<file path="src/rtl/vsd_pkg.sv">
// ----------------------------------------------------------------------------
// vsd_pkg
// Shared types and constants for the vector similarity / distance unit.
// ----------------------------------------------------------------------------
package vsd_pkg;

  localparam int ELEM_W  = 16;
  localparam int ACC_W   = 44;
  localparam int MAX_DIM = 4096;
  localparam int CNT_W   = 13;
  localparam int ROOT_W  = 31;
  localparam int OUT_W   = 23;

  // metric select codes
  localparam logic MODE_COSINE    = 1'b0;
  localparam logic MODE_EUCLIDEAN = 1'b1;

  // register index of metric_mode
  localparam logic REG_METRIC_MODE = 1'b0;

  // closed vector handed from the accumulator to the result engine
  typedef struct packed {
    logic             mode;
    logic             too_long;
    logic [ACC_W-1:0] dot;
    logic [ACC_W-1:0] norm_a;
    logic [ACC_W-1:0] norm_b;
  } job_t;

endpackage

</file>
<file path="src/rtl/vsd_front.sv">
// ----------------------------------------------------------------------------
// vsd_front
// Accumulates element pairs and hands each closed vector to the job queue.
// ----------------------------------------------------------------------------
module vsd_front (
  input  logic                        clk,
  input  logic                        rst,
  input  logic                        mode,
  input  logic                        s_tvalid,
  output logic                        s_tready,
  input  logic [31:0]                 s_tdata,   // [15:0] elem_a, [31:16] elem_b
  input  logic                        s_tlast,   // last_pair
  input  logic                        q_full,
  output logic                        push,
  output vsd_pkg::job_t               push_job
);
  import vsd_pkg::*;

  logic [ACC_W-1:0] dot_sum, norm_a_sum, norm_b_sum;
  logic [ACC_W-1:0] dot_next, norm_a_next, norm_b_next;
  logic [CNT_W-1:0] pair_count;
  logic             overflow_seen, overflow_next;
  logic             accept, take;

  logic signed [ELEM_W-1:0]   a, b;
  logic signed [2*ELEM_W-1:0] p_ab, p_aa, p_bb;
  logic signed [ELEM_W:0]     d;
  logic signed [2*ELEM_W+1:0] p_dd;

  assign s_tready = !q_full;
  assign accept   = s_tvalid && s_tready;
  assign a        = s_tdata[15:0];
  assign b        = s_tdata[31:16];

  // products for this pair
  assign p_ab = a * b;
  assign p_aa = a * a;
  assign p_bb = b * b;
  assign d    = {a[ELEM_W-1], a} - {b[ELEM_W-1], b};
  assign p_dd = d * d;

  assign take = (pair_count < CNT_W'(MAX_DIM));

  // accumulator update
  always_comb begin
    dot_next      = dot_sum;
    norm_a_next   = norm_a_sum;
    norm_b_next   = norm_b_sum;
    overflow_next = overflow_seen;
    if (!take) begin
      overflow_next = 1'b1;
    end else if (mode == MODE_COSINE) begin
      dot_next    = dot_sum + {{(ACC_W-2*ELEM_W){p_ab[2*ELEM_W-1]}}, p_ab};
      norm_a_next = norm_a_sum + {{(ACC_W-2*ELEM_W){p_aa[2*ELEM_W-1]}}, p_aa};
      norm_b_next = norm_b_sum + {{(ACC_W-2*ELEM_W){p_bb[2*ELEM_W-1]}}, p_bb};
    end else begin
      norm_b_next = norm_b_sum + {{(ACC_W-2*ELEM_W-2){p_dd[2*ELEM_W+1]}}, p_dd};
    end
  end

  assign push = accept && s_tlast;

  always_comb begin
    push_job.mode     = mode;
    push_job.too_long = overflow_next;
    push_job.dot      = dot_next;
    push_job.norm_a   = norm_a_next;
    push_job.norm_b   = norm_b_next;
  end

  // state registers, cleared after each closed vector
  always_ff @(posedge clk) begin
    if (rst || push) begin
      dot_sum       <= '0;
      norm_a_sum    <= '0;
      norm_b_sum    <= '0;
      pair_count    <= '0;
      overflow_seen <= 1'b0;
    end else if (accept) begin
      dot_sum       <= dot_next;
      norm_a_sum    <= norm_a_next;
      norm_b_sum    <= norm_b_next;
      overflow_seen <= overflow_next;
      if (take) pair_count <= pair_count + 1'b1;
    end
  end

endmodule

</file>
<file path="config.mk">
export PLATFORM = sky130hd
export DESIGN_NAME = vsd_front
export DESIGN_NICKNAME = d
export VERILOG_FILES = /design/src/rtl/vsd_pkg.sv /design/src/rtl/vsd_front.sv
export SDC_FILE = /design/constraint.sdc
export NUM_CORES = 2
export LEC_CHECK = 0
export ABC_CLOCK_PERIOD_IN_PS = 13150
export BUFFER_PORTS_ARGS = -buffer_cell sky130_fd_sc_hd__clkbuf_2
export CAP_MARGIN = 25
export CELL_PAD_IN_SITES_DETAIL_PLACEMENT = 0
export CELL_PAD_IN_SITES_GLOBAL_PLACEMENT = 2
export CORE_AREA = 2 2 356 358
export DETAILED_ROUTE_END_ITERATION = 10
export DIE_AREA = 0 0 358 360
export PLACE_DENSITY = 0.93
export RECOVER_POWER = 25
export SYNTH_ARGS = -nofsm -noshare
export SYNTH_HDL_FRONTEND = slang
export SYNTH_SLANG_ARGS = --single-unit
</file>
<file path="constraint.sdc">
create_clock -name clk -period 13.15 [get_ports clk]
set_clock_uncertainty 0.15 [all_clocks]
set_input_delay 0 -clock clk [delete_from_list [all_inputs] [get_ports clk]]
set_output_delay 0 -clock clk [all_outputs]
set_load 0.03 [all_outputs]
</file>
==> impl_metrics.py <==
metrics = {
    "place": {
        "placed_cells": 7767,
        "port_buffers": 173,
        "placed_cell_area_um2": 53700,
        "gp_congestion": 0.8996,
        "dp_hpwl_um": 120700,
    },
    "setup_path": {
        "critPathMostFrequentCell": "fa_1",
        "startpoint_type": "input pin",
        "ff2ff_path_depth": 6,
        "reg2reg_to": "norm_a_sum[38]",
        "regToRegSetupSlack_ns": 8.24,
        "crit_arrival_ns": 12.12,
        "crit_slowest_cell": "a2111oi_0",
        "r2r_start": "pair_count[12]",
        "critPathKind": "input pin to output port",
        "path_max_fanout": 12,
        "required_ns": 13.00,
        "cp-end-kind": "output port",
        "cpPeakStageDelay_ns": 0.77,
    },
    "synth": {
        "async_flop_share": 0,
        "synth_fp_nets": 7634,
        "postSynthAreaPerCell_um2": 8.373,
        "ys_warn_count": 0,
        "ys.flop_type": "dfxtp_1",
        "synth_edf_count": 0,
        "synthCells": 6084,
        "yosys.cell_types.count": 83,
        "synth_seq_area_share": 0.05737,
        "synth_area_um2": 50940,
        "ys_seq_elements": 146,
    },
    "min_path": {
        "hp-start": "q_full",
        "hold_class": "input pin to flop",
        "worstHoldPathCells": 5,
        "hold_end": "dot_sum[6]",
    },
    "cells_and_area": {
        "num-fill-cells": 12601,
        "finalNonFillerCells": 7805,
        "design_area_um2": 54260,
        "syn_to_final_growth_pct": 6.516,
        "final_nets": 7686,
        "drive_above_1_share": 0.05074,
    },
    "detailed_routing": {
        "drt_wl_total_um": 147700,
        "vias_per_cell": 5.142,
        "wire_per_inst_um": 18.93,
        "dr_total_vias": 40131,
        "final_antenna_net_count": 0,
        "drc": 0,
        "first_iter_violations": 2186,
        "firstDrtPassIters": 7,
    },
    "grt": {
        "grt_usage": 0.2344,
        "busiest_layer": "met2",
        "use_met2": 0.4145,
        "overflow": 0,
        "grt_use_met1": 0.2959,
        "grt_use_met3": 0.02586,
        "grt_antenna_before_repair": 9,
        "grt_pass1_wl_um": 237300,
        "grt_max_degree": 84,
        "grt_pass1_vias": 42538,
    },
    "floorplanning": {
        "placeableCoreArea_um2": 124900,
        "initial_core_util": 0.4078,
        "num_io_pins": 174,
        "row_count": 130,
        "fp.dieH_um": 360,
        "die_x_um": 358,
        "die_area_um2": 128900,
    },
    "timing": {
        "tightest_slew_ns": 3.570,
        "max_freq_ghz": 0.08148,
        "min_period_ns": 12.27,
        "rsz0062_at_grt": "no",
        "slew_headroom": -1.380,
        "tns_ns": 0,
        "slew_viol_final": 262,
        "fin_crit_sh": 0.9334,
        "hold_violations": 0,
        "setup_viol": 0,
    },
    "clock_network": {
        "h-tree-depth": 4,
        "cts_resized": 0,
        "cts_made_buffers": 17,
        "cts-root-buf": "clkbuf_16",
        "clkTransAtPathRegs_ns": 0.07,
        "cts_sinks": 146,
        "ctsHoldBuffers": 0,
        "cts_buffer_depth": 2,
        "cts_tree": "done",
        "clk_latency_ns": 0.45,
        "cts_setup_buffers": 0,
    },
    "run_status": {
        "run_status": "finished, violations left",
        "violations": "capacitance limit, slew limit",
    },
    "run": {
        "drv_cap": 5,
    },
}
## layout make-up
cell class,count,area [um2],share of cell area
antenna,6,15.01,0.0002767
clock buffer,21,470.5,0.008670
clock inverter,11,150.1,0.002767
inverter,1292,4850,0.08937
multi-input combinational,4431,42400,0.7814
sequential,146,2924,0.05389
tap,1650,2064,0.03805
timing repair buffer,248,1389,0.02559
## worst max-delay path, delay by kind of cell
kind	cells	cell delay, ns
compound gates	15	4.28
xor+xnor	3	1.05
fa+ha+maj	9	4.20
buf+inv	6	1.33
simple gates	8	1.25
## flip-flops by register name, summed over array words and instances (netlist names)
| register | flops |
|---|---|
| norm_a_sum | 44 |
| dot_sum | 44 |
| overflow_seen | 1 |
| norm_b_sum | 44 |
| pair_count | 13 |
## worst max-delay path by stage
stage | start | end
detailed placement | s_tdata[18] | push_job[43]
finish | s_tdata[2] | push_job[43]
CTS | s_tdata[18] | push_job[43]
global placement | s_tdata[17] | norm_b_sum[43]
global route | s_tdata[18] | push_job[43]
floorplan | s_tdata[1] | push_job[41]
## per-layer routing
metal	share of wire	up-vias
met4	0.038	6
li1	-	19032
met2	0.51	841
met3	0.038	212
met5	0.00025	-
met1	0.42	20040
## metrics by stage
stage	util	setup slack, ns	hold WS [ns]
6_report	0.4344	0.8764	0.09998
5_1_grt	0.4343	0.2271	0.1330
4_1_cts	0.4348	1.028	0.1021
3_5_place_dp	0.4298	1.128	0.2074
3_3_place_gp	0.4297	1.212	0.1964
2_1_floorplan	-	2.125	-0.03264
## cells in the mapped netlist, types with 9 or more instances
library cell	n	area (um2)
nor2_1	425	1595
a21o_1	112	840.8
a21oi_1	293	1466
mux2_2	13	146.4
nor2b_1	26	162.7
inv_1	1277	4793
a21boi_0	10	75.07
dfxtp_1	146	2923
xnor2_1	161	1410
a211oi_1	25	187.7
and3_1	34	212.7
nor3_1	56	280.3
o31ai_1	24	180.2
o211ai_1	23	172.7
clkbuf_1	195	732.0
ha_1	499	6243
and2_1	108	675.7
buf_1	18	67.56
a211o_1	12	105.1
xor2_1	116	1016
nand4_1	36	225.2
nand2_1	829	3112
o21a_1	36	270.3
or3_1	26	162.7
nand3_1	60	300.3
o21ai_0	224	1121
fa_1	1013	20280
o21bai_1	32	240.2
a31oi_1	32	200.2
a41oi_1	9	78.83
or2_2	18	112.6
nand2b_1	43	269.0
## cells in the final DEF (no fill, tap or decap), types with 12 or more instances in the layout
master,instances
inv_1,1277
fa_1,1013
nand2_1,825
ha_1,499
nor2_1,422
a21oi_1,293
o21ai_0,224
xnor2_1,161
clkbuf_2,146
dfxtp_1,145
xor2_1,116
a21o_1,112
and2_1,106
buf_4,69
nand3_1,60
nor3_1,55
nand2b_1,43
nand4_1,36
o21a_1,36
and3_1,34
clkbuf_1,33
a31oi_1,32
o21bai_1,32
or3_1,26
nor2b_1,26
a211oi_1,25
o31ai_1,24
o211ai_1,23
or2_2,17
clkbuf_16,17
a211o_1,12
mux2_2,12
## cell families after synthesis
kind of cell	share of synthesized area
fa+ha+maj	0.5206
compound gates	0.1127
mux	0.003856
simple gates	0.1462
buf+inv	0.1112
flops	0.05737
xor+xnor	0.04807
Power is not shown: default switching activity piles up to over one toggle a cycle in this logic, so the estimate is an artifact.
