<file path="config.mk">
export PLATFORM = sky130hd
export DESIGN_NAME = vsd_back
export DESIGN_NICKNAME = d
export VERILOG_FILES = /design/src/rtl/vsd_pkg.sv /design/src/rtl/vsd_back.sv
export SDC_FILE = /design/constraint.sdc
export NUM_CORES = 2
export LEC_CHECK = 0
export BUFFER_PORTS_ARGS = -buffer_cell sky130_fd_sc_hd__buf_2
export CAP_MARGIN = 10
export CORE_ASPECT_RATIO = 1.1
export CORE_MARGIN = 4
export CORE_UTILIZATION = 65
export CTS_BUF_LIST = sky130_fd_sc_hd__clkbuf_8 sky130_fd_sc_hd__clkbuf_16
export CTS_CLUSTER_DIAMETER = 100
export DETAILED_ROUTE_END_ITERATION = 16
export PLACE_DENSITY_LB_ADDON = 0.2
export SYNTH_ARGS = -nofsm -noshare
export SYNTH_HDL_FRONTEND = slang
export SYNTH_SLANG_ARGS = --single-unit
</file>
<file path="constraint.sdc">
create_clock -name clk -period 11.1 [get_ports clk]
set_input_delay 1.11 -clock clk [delete_from_list [all_inputs] [get_ports clk]]
set_output_delay 1.11 -clock clk [all_outputs]
set_load 0.05 [all_outputs]
</file>
<file path="src/rtl/vsd_pkg.sv">
// ----------------------------------------------------------------------------
// vsd_pkg
// Shared types and constants for the vector similarity / distance unit.
// ----------------------------------------------------------------------------
package vsd_pkg;

  localparam int ELEM_W  = 16;
  localparam int ACC_W   = 44;
  localparam int MAX_DIM = 4096;
  localparam int CNT_W   = 13;
  localparam int ROOT_W  = 31;
  localparam int OUT_W   = 23;

  // metric select codes
  localparam logic MODE_COSINE    = 1'b0;
  localparam logic MODE_EUCLIDEAN = 1'b1;

  // register index of metric_mode
  localparam logic REG_METRIC_MODE = 1'b0;

  // closed vector handed from the accumulator to the result engine
  typedef struct packed {
    logic             mode;
    logic             too_long;
    logic [ACC_W-1:0] dot;
    logic [ACC_W-1:0] norm_a;
    logic [ACC_W-1:0] norm_b;
  } job_t;

endpackage

</file>
<file path="src/rtl/vsd_back.sv">
// ----------------------------------------------------------------------------
// vsd_back
// Result engine: bit-serial square roots, one multiply, serial divide, and
// the output register.
// ----------------------------------------------------------------------------
module vsd_back (
  input  logic          clk,
  input  logic          rst,
  input  logic          q_valid,
  input  vsd_pkg::job_t q_head,
  output logic          pop,
  output logic          m_tvalid,
  input  logic          m_tready,
  output logic [23:0]   m_tdata,   // [22:0] metric_value
  output logic [1:0]    m_tuser    // [0] zero_norm, [1] too_long
);
  import vsd_pkg::*;

  typedef enum logic [7:0] {
    S_IDLE = 8'b0000_0001,
    S_SQA  = 8'b0000_0010,
    S_SQB  = 8'b0000_0100,
    S_MUL  = 8'b0000_1000,
    S_CHK  = 8'b0001_0000,
    S_DIV  = 8'b0010_0000,
    S_SIGN = 8'b0100_0000,
    S_DONE = 8'b1000_0000
  } state_t;

  state_t state;

  logic                  mode, neg;
  logic [ACC_W-1:0]      mag, norm_b;
  logic [2*ROOT_W-1:0]   sq_x;
  logic [ROOT_W+2:0]     sq_rem;
  logic [ROOT_W-1:0]     sq_root, root_a, root_b;
  logic [4:0]            sq_cnt;
  logic [2*ROOT_W-1:0]   den, rem_d;
  logic [15:0]           qmag;
  logic [3:0]            div_cnt;
  logic [OUT_W-1:0]      res_value;
  logic                  res_zero, res_long;
  logic                  out_load;

  // one square-root digit per cycle
  logic [ROOT_W+2:0] rem_sh, trial;
  logic              sq_ge;
  logic [ROOT_W-1:0] root_next;
  logic [ROOT_W+2:0] rem_next;

  assign rem_sh    = {sq_rem[ROOT_W:0], sq_x[2*ROOT_W-1 -: 2]};
  assign trial     = {1'b0, sq_root, 2'b01};
  assign sq_ge     = (rem_sh >= trial);
  assign rem_next  = sq_ge ? (rem_sh - trial) : rem_sh;
  assign root_next = {sq_root[ROOT_W-2:0], sq_ge};

  // one quotient bit per cycle
  logic [2*ROOT_W:0] div_sh;
  logic              div_ge;
  assign div_sh = {rem_d, 1'b0};
  assign div_ge = (div_sh >= {1'b0, den});

  logic [ACC_W-1:0] head_mag;
  assign head_mag = q_head.dot[ACC_W-1] ? (~q_head.dot + 1'b1) : q_head.dot;

  assign pop = (state == S_IDLE) && q_valid;

  // output register loads when the finished item can move out
  assign out_load = (state == S_DONE) && (!m_tvalid || m_tready);

  always_ff @(posedge clk) begin
    if (rst) begin
      m_tvalid <= 1'b0;
    end else if (out_load) begin
      m_tvalid <= 1'b1;
    end else if (m_tready) begin
      m_tvalid <= 1'b0;
    end
  end

  always_ff @(posedge clk) begin
    if (rst) begin
      state <= S_IDLE;
    end else begin
      unique case (state)
        S_IDLE: begin
          if (q_valid) begin
            mode     <= q_head.mode;
            res_long <= q_head.too_long;
            res_zero <= 1'b0;
            neg      <= q_head.dot[ACC_W-1];
            mag      <= head_mag;
            norm_b   <= q_head.norm_b;
            sq_rem   <= '0;
            sq_root  <= '0;
            sq_cnt   <= '0;
            if (q_head.mode == MODE_EUCLIDEAN) begin
              sq_x  <= {{(2*ROOT_W-ACC_W){1'b0}}, q_head.norm_b};
              state <= S_SQB;
            end else if (q_head.norm_a == '0 || q_head.norm_b == '0) begin
              res_value <= '0;
              res_zero  <= 1'b1;
              state     <= S_DONE;
            end else begin
              sq_x  <= {q_head.norm_a, 18'b0};
              state <= S_SQA;
            end
          end
        end
        S_SQA: begin
          sq_x    <= {sq_x[2*ROOT_W-3:0], 2'b00};
          sq_rem  <= rem_next;
          sq_root <= root_next;
          sq_cnt  <= sq_cnt + 1'b1;
          if (sq_cnt == 5'(ROOT_W-1)) begin
            root_a  <= root_next;
            sq_x    <= {norm_b, 18'b0};
            sq_rem  <= '0;
            sq_root <= '0;
            sq_cnt  <= '0;
            state   <= S_SQB;
          end
        end
        S_SQB: begin
          sq_x    <= {sq_x[2*ROOT_W-3:0], 2'b00};
          sq_rem  <= rem_next;
          sq_root <= root_next;
          sq_cnt  <= sq_cnt + 1'b1;
          if (sq_cnt == 5'(ROOT_W-1)) begin
            root_b <= root_next;
            if (mode == MODE_EUCLIDEAN) begin
              res_value <= {1'b0, root_next[OUT_W-2:0]};
              state     <= S_DONE;
            end else begin
              state <= S_MUL;
            end
          end
        end
        S_MUL: begin
          den   <= root_a * root_b;
          state <= S_CHK;
        end
        S_CHK: begin
          // quotient of 2^15 or more saturates
          if ({mag, 18'b0} >= den) begin
            qmag  <= 16'h8000;
            state <= S_SIGN;
          end else begin
            rem_d   <= {mag, 18'b0};
            qmag    <= '0;
            div_cnt <= '0;
            state   <= S_DIV;
          end
        end
        S_DIV: begin
          rem_d   <= div_ge ? (2*ROOT_W)'(div_sh - {1'b0, den}) : div_sh[2*ROOT_W-1:0];
          qmag    <= {qmag[14:0], div_ge};
          div_cnt <= div_cnt + 1'b1;
          if (div_cnt == 4'd14) state <= S_SIGN;
        end
        S_SIGN: begin
          if (neg)
            res_value <= OUT_W'(-$signed({1'b0, qmag}));
          else if (qmag[15])
            res_value <= OUT_W'(32767);
          else
            res_value <= {{(OUT_W-16){1'b0}}, qmag};
          state <= S_DONE;
        end
        S_DONE: begin
          if (out_load) begin
            m_tdata <= {1'b0, res_value};
            m_tuser <= {res_long, res_zero};
            state   <= S_IDLE;
          end
        end
        default: state <= S_IDLE;
      endcase
    end
  end

endmodule

</file>
==> out/metrics.csv <==
stage;metric;value;unit
pwr;leakagePower;0.0283;uW
die;row_count;113;
detailed_routing;detail-route-antenna-nets;0;
synth;synth_top_cells_by_area;sky130_fd_sc_hd__fa_1 (29%), sky130_fd_sc_hd__edfxtp_1 (25%), sky130_fd_sc_hd__ha_1 (8.8%);
timing;worst_slew_pin_slew;1240;ps
synth;netlist_top_cells_count;sky130_fd_sc_hd__inv_1 (980), sky130_fd_sc_hd__fa_1 (838), sky130_fd_sc_hd__nand2_1 (616);
detailed_routing;drcViolationCount;0;
clocking;ctsRootBufferMaster;sky130_fd_sc_hd__clkbuf_16;
worst_setup_path;criticalPathCategory;flop to flop;
synth;synthDominantAreaCellType;sky130_fd_sc_hd__fa_1;
timing;timing.fmax;0.108;GHz
die;core_area;0.0868;mm2
global_routing;grt_use_met2;55.7;%
clocking;post_cts_resize_count;0;
final_layout;stdcell_count;6922;
placement;gp_congestion;0.964;
detailed_routing;drt-wirelength-per-cell;22.1;um
die;die-height;319;um
pwr;powerDensity;101;mW/mm2
global_routing;first_global_vias;44700;
global_routing;grt_first_pass_wirelength;244000;um
global_routing;grt-busiest-layer;met2;
clocking;maximum_count_of_clock_buffers_along_a_single_path;3;
synth;yosysMostFrequentCell;sky130_fd_sc_hd__inv_1;
global_routing;grt_util_met3;5.52;%
timing;fin_worst_hold_slack;420;ps
placement;place_inst;6822;
synth;dominantRegCellSynth;sky130_fd_sc_hd__edfxtp_1;
final_layout;share_of_final_layout_standard_cells_stronger_than_drive_strength_1;6.57;%
detailed_routing;total_vias_in_the_final_route;42000;
min_path;timing.hold.worst.class;flop to flop;
clocking;path_clk_slew;60;ps
final_layout;synthToLayoutAreaGrowth;6.58;%
timing;finalWorstPathRequiredPeriod;9220;ps
detailed_routing;postRouteWirelength;153000;um
global_routing;maximum_number_of_pins_on_one_net_before_global_route_repair;102;
synth;avgSynthCellArea;9.98;um2
pwr;power.ir.vdd_worst;193;uV
placement;detail_placement_hpwl;116000;um
synth;synth_edf_count;476;
die;die_area;0.0927;mm2
timing;slew_limit_fails;0;
clocking;cts-htree-levels;2;
worst_setup_path;critical_path.startpoint_type;flop;
global_routing;grtUsageMet1;41.9;%
timing;tightest_slew_margin_relative_to_the_limit;17.1;%
worst_setup_path;arrival;9620;ps
timing;finalSetupViolCount;0;
global_routing;grt_antenna_before_repair;3;
synth;distinct_cell_type_count_of_the_synthesized_netlist;81;
die;design.portCount;166;
detailed_routing;via_per_inst;6.07;
synth;post_syn_instances;5721;
synth;synth.ff_latch_count;485;
placement;io_buffer_count;164;
run_status;run_status;finished clean;
worst_setup_path;worstSetupEndpointType;flop;
timing;setup_total_negative_slack;0;ps
global_routing;globalRouteOverflowTotal;0;
timing;final.period_utilization;83.0;%
timing;finalHoldViolCount;0;
synth;yosys_warnings;0;
timing;fin_worst_skew;76.0;ps
clocking;post-cts-setup-buffer-count;0;
final_layout;final_net_count;7103;
synth;synth-async-reset-ratio;0;%
synth;mapped_cell_area;0.0571;mm2
detailed_routing;drt_first_pass_iters;7;
clocking;postCtsHoldBufs;0;
global_routing;grtUsageTotal;33.4;%
worst_setup_path;required;11500;ps
clocking;tritoncts.num_buffers;52;
die;initial_utilization;65.8;%
timing;rsz_0062_raised_after_global_routing;false;
synth;synth.yosys.seq_area_share;25.3;%
die;floorplan.die.width;291;um
synth;syn-num-nets;7097;
clocking;number_of_clock_sinks;485;
synth;netlist.area_leader.share;29.4;%
worst_setup_path;worst-path-max-fanout;21;
clocking;worstSkewPairLatency;670;ps
clocking;tritoncts;yes;
run;cap_violations;0;
detailed_routing;first_iter_violations;3356;
[cells by family (layout without fill, tap and decap cells)]
| kind of cell | after synthesis | count (layout) | share of synthesized area [%] |
|---|---|---|---|
| AOI/OAI and AO/OA | 764 | 764 | 8.85 |
| and+or+nand+nor | 1673 | 1673 | 14.7 |
| buffers and inverters | 1281 | 1330 | 8.50 |
| muxes | 84 | 84 | 1.47 |
| DFF | 485 | 485 | 25.3 |
| xor gates and xnor gates | 195 | 195 | 2.99 |
| other | 1 | 3 | 0.00656 |
| adders and majority gates | 1238 | 1238 | 38.1 |
[state kept, by name (all words and copies together), names as in the netlist, 16 cells and up]
register / flops
norm_b: 44
m_tdata: 23
rem_d: 62
root_b: 31
qmag: 16
res_value: 23
den: 62
sq_root: 31
mag: 44
sq_x: 62
sq_rem: 32
root_a: 31
[report_power, final]
group	internal (uW)	switching (uW)	total, uW
sequential	2340	129	2470
clock	1120	776	1900
combinational	667	1090	1760
total	4130	1990	6120
[metrics by stage]
step           area [um2]  total power, uW  util, %  worst slack, ps
3_3_place_gp        59000             4210     67.9             2150
5_1_grt             60900             6430     70.1             1480
2_1_floorplan       57100             3740        -             2510
6_report            60900             6120     70.1             1880
3_5_place_dp        59000             4230     67.9             1930
4_1_cts             60800             6140     70.1             1890
[cell type report]
| cell class | instances | area (um2) |
|---|---|---|
| diodes | 2 | 5.00 |
| clock buffers | 52 | 1300 |
| clock inverters | 45 | 583 |
| fillers | 6588 | 25900 |
| inverters | 981 | 3680 |
| multi-input cells | 3955 | 37900 |
| flip-flops and latches | 485 | 14500 |
| well taps | 1150 | 1440 |
| repair buffers | 252 | 1500 |
[worst max-delay path, stage by stage, from the launching register on]
cell	delay [ps]
sky130_fd_sc_hd__edfxtp_1	1130
sky130_fd_sc_hd__nand2_1	200
sky130_fd_sc_hd__fa_1	540
sky130_fd_sc_hd__inv_1	70
sky130_fd_sc_hd__fa_1	550
sky130_fd_sc_hd__inv_1	60
sky130_fd_sc_hd__fa_1	490
sky130_fd_sc_hd__inv_1	50
sky130_fd_sc_hd__fa_1	460
sky130_fd_sc_hd__fa_1	520
sky130_fd_sc_hd__fa_1	520
sky130_fd_sc_hd__fa_1	730
sky130_fd_sc_hd__ha_1	290
sky130_fd_sc_hd__ha_1	400
sky130_fd_sc_hd__a21o_1	190
sky130_fd_sc_hd__a21o_1	160
sky130_fd_sc_hd__a21oi_1	280
sky130_fd_sc_hd__o21ai_0	170
sky130_fd_sc_hd__a211oi_1	300
sky130_fd_sc_hd__o21ai_0	400
sky130_fd_sc_hd__a221o_1	490
sky130_fd_sc_hd__a221oi_1	510
sky130_fd_sc_hd__o21ai_0	170
sky130_fd_sc_hd__a21oi_1	210
sky130_fd_sc_hd__xnor2_1	90
[final timing paths]
path                               start                   end  slack, ps  cells past startpoint
setup / recovery    root_a[23]$_DFFE_PP_     den[61]$_DFFE_PP_       1880                     24
hold / removal    res_zero$_SDFFCE_PP0P_  m_tuser[0]$_DFFE_PP_        420                      0
setup reg to reg    root_a[23]$_DFFE_PP_     den[61]$_DFFE_PP_       1880                     24
hold reg to reg   res_zero$_SDFFCE_PP0P_  m_tuser[0]$_DFFE_PP_        420                      0
[metal layers]
metal / vias to the layer above / share of wire [%]
met4: 2 / 6.7
met5: - / 0.012
met1: 21000 / 37
met3: 556 / 7.6
met2: 1896 / 49
li1: 18500 / -
[placed cells by master, fill, tap and decap left out, types with 13 or more instances in the layout]
cell type                   count
sky130_fd_sc_hd__a211oi_1      23
sky130_fd_sc_hd__a21o_1       105
sky130_fd_sc_hd__a21oi_1      212
sky130_fd_sc_hd__a221o_1       31
sky130_fd_sc_hd__a221oi_1      13
sky130_fd_sc_hd__a222oi_1      18
sky130_fd_sc_hd__a22o_1        16
sky130_fd_sc_hd__a31oi_1       21
sky130_fd_sc_hd__and2_1       532
sky130_fd_sc_hd__and3_1        16
sky130_fd_sc_hd__buf_2        164
sky130_fd_sc_hd__buf_4         87
sky130_fd_sc_hd__clkbuf_16     52
sky130_fd_sc_hd__edfxtp_1     476
sky130_fd_sc_hd__fa_1         838
sky130_fd_sc_hd__ha_1         400
sky130_fd_sc_hd__inv_1        990
sky130_fd_sc_hd__mux2i_1       84
sky130_fd_sc_hd__nand2_1      614
sky130_fd_sc_hd__nand2b_1      16
sky130_fd_sc_hd__nand3_1       55
sky130_fd_sc_hd__nand4_1       48
sky130_fd_sc_hd__nor2_1       226
sky130_fd_sc_hd__nor3_1        36
sky130_fd_sc_hd__nor4_1        31
sky130_fd_sc_hd__o21a_1        22
sky130_fd_sc_hd__o21ai_0      131
sky130_fd_sc_hd__o21bai_1      30
sky130_fd_sc_hd__o22ai_1       29
sky130_fd_sc_hd__o31ai_1       20
sky130_fd_sc_hd__xnor2_1      136
sky130_fd_sc_hd__xor2_1        59
Power figures use the tool's default switching activity.
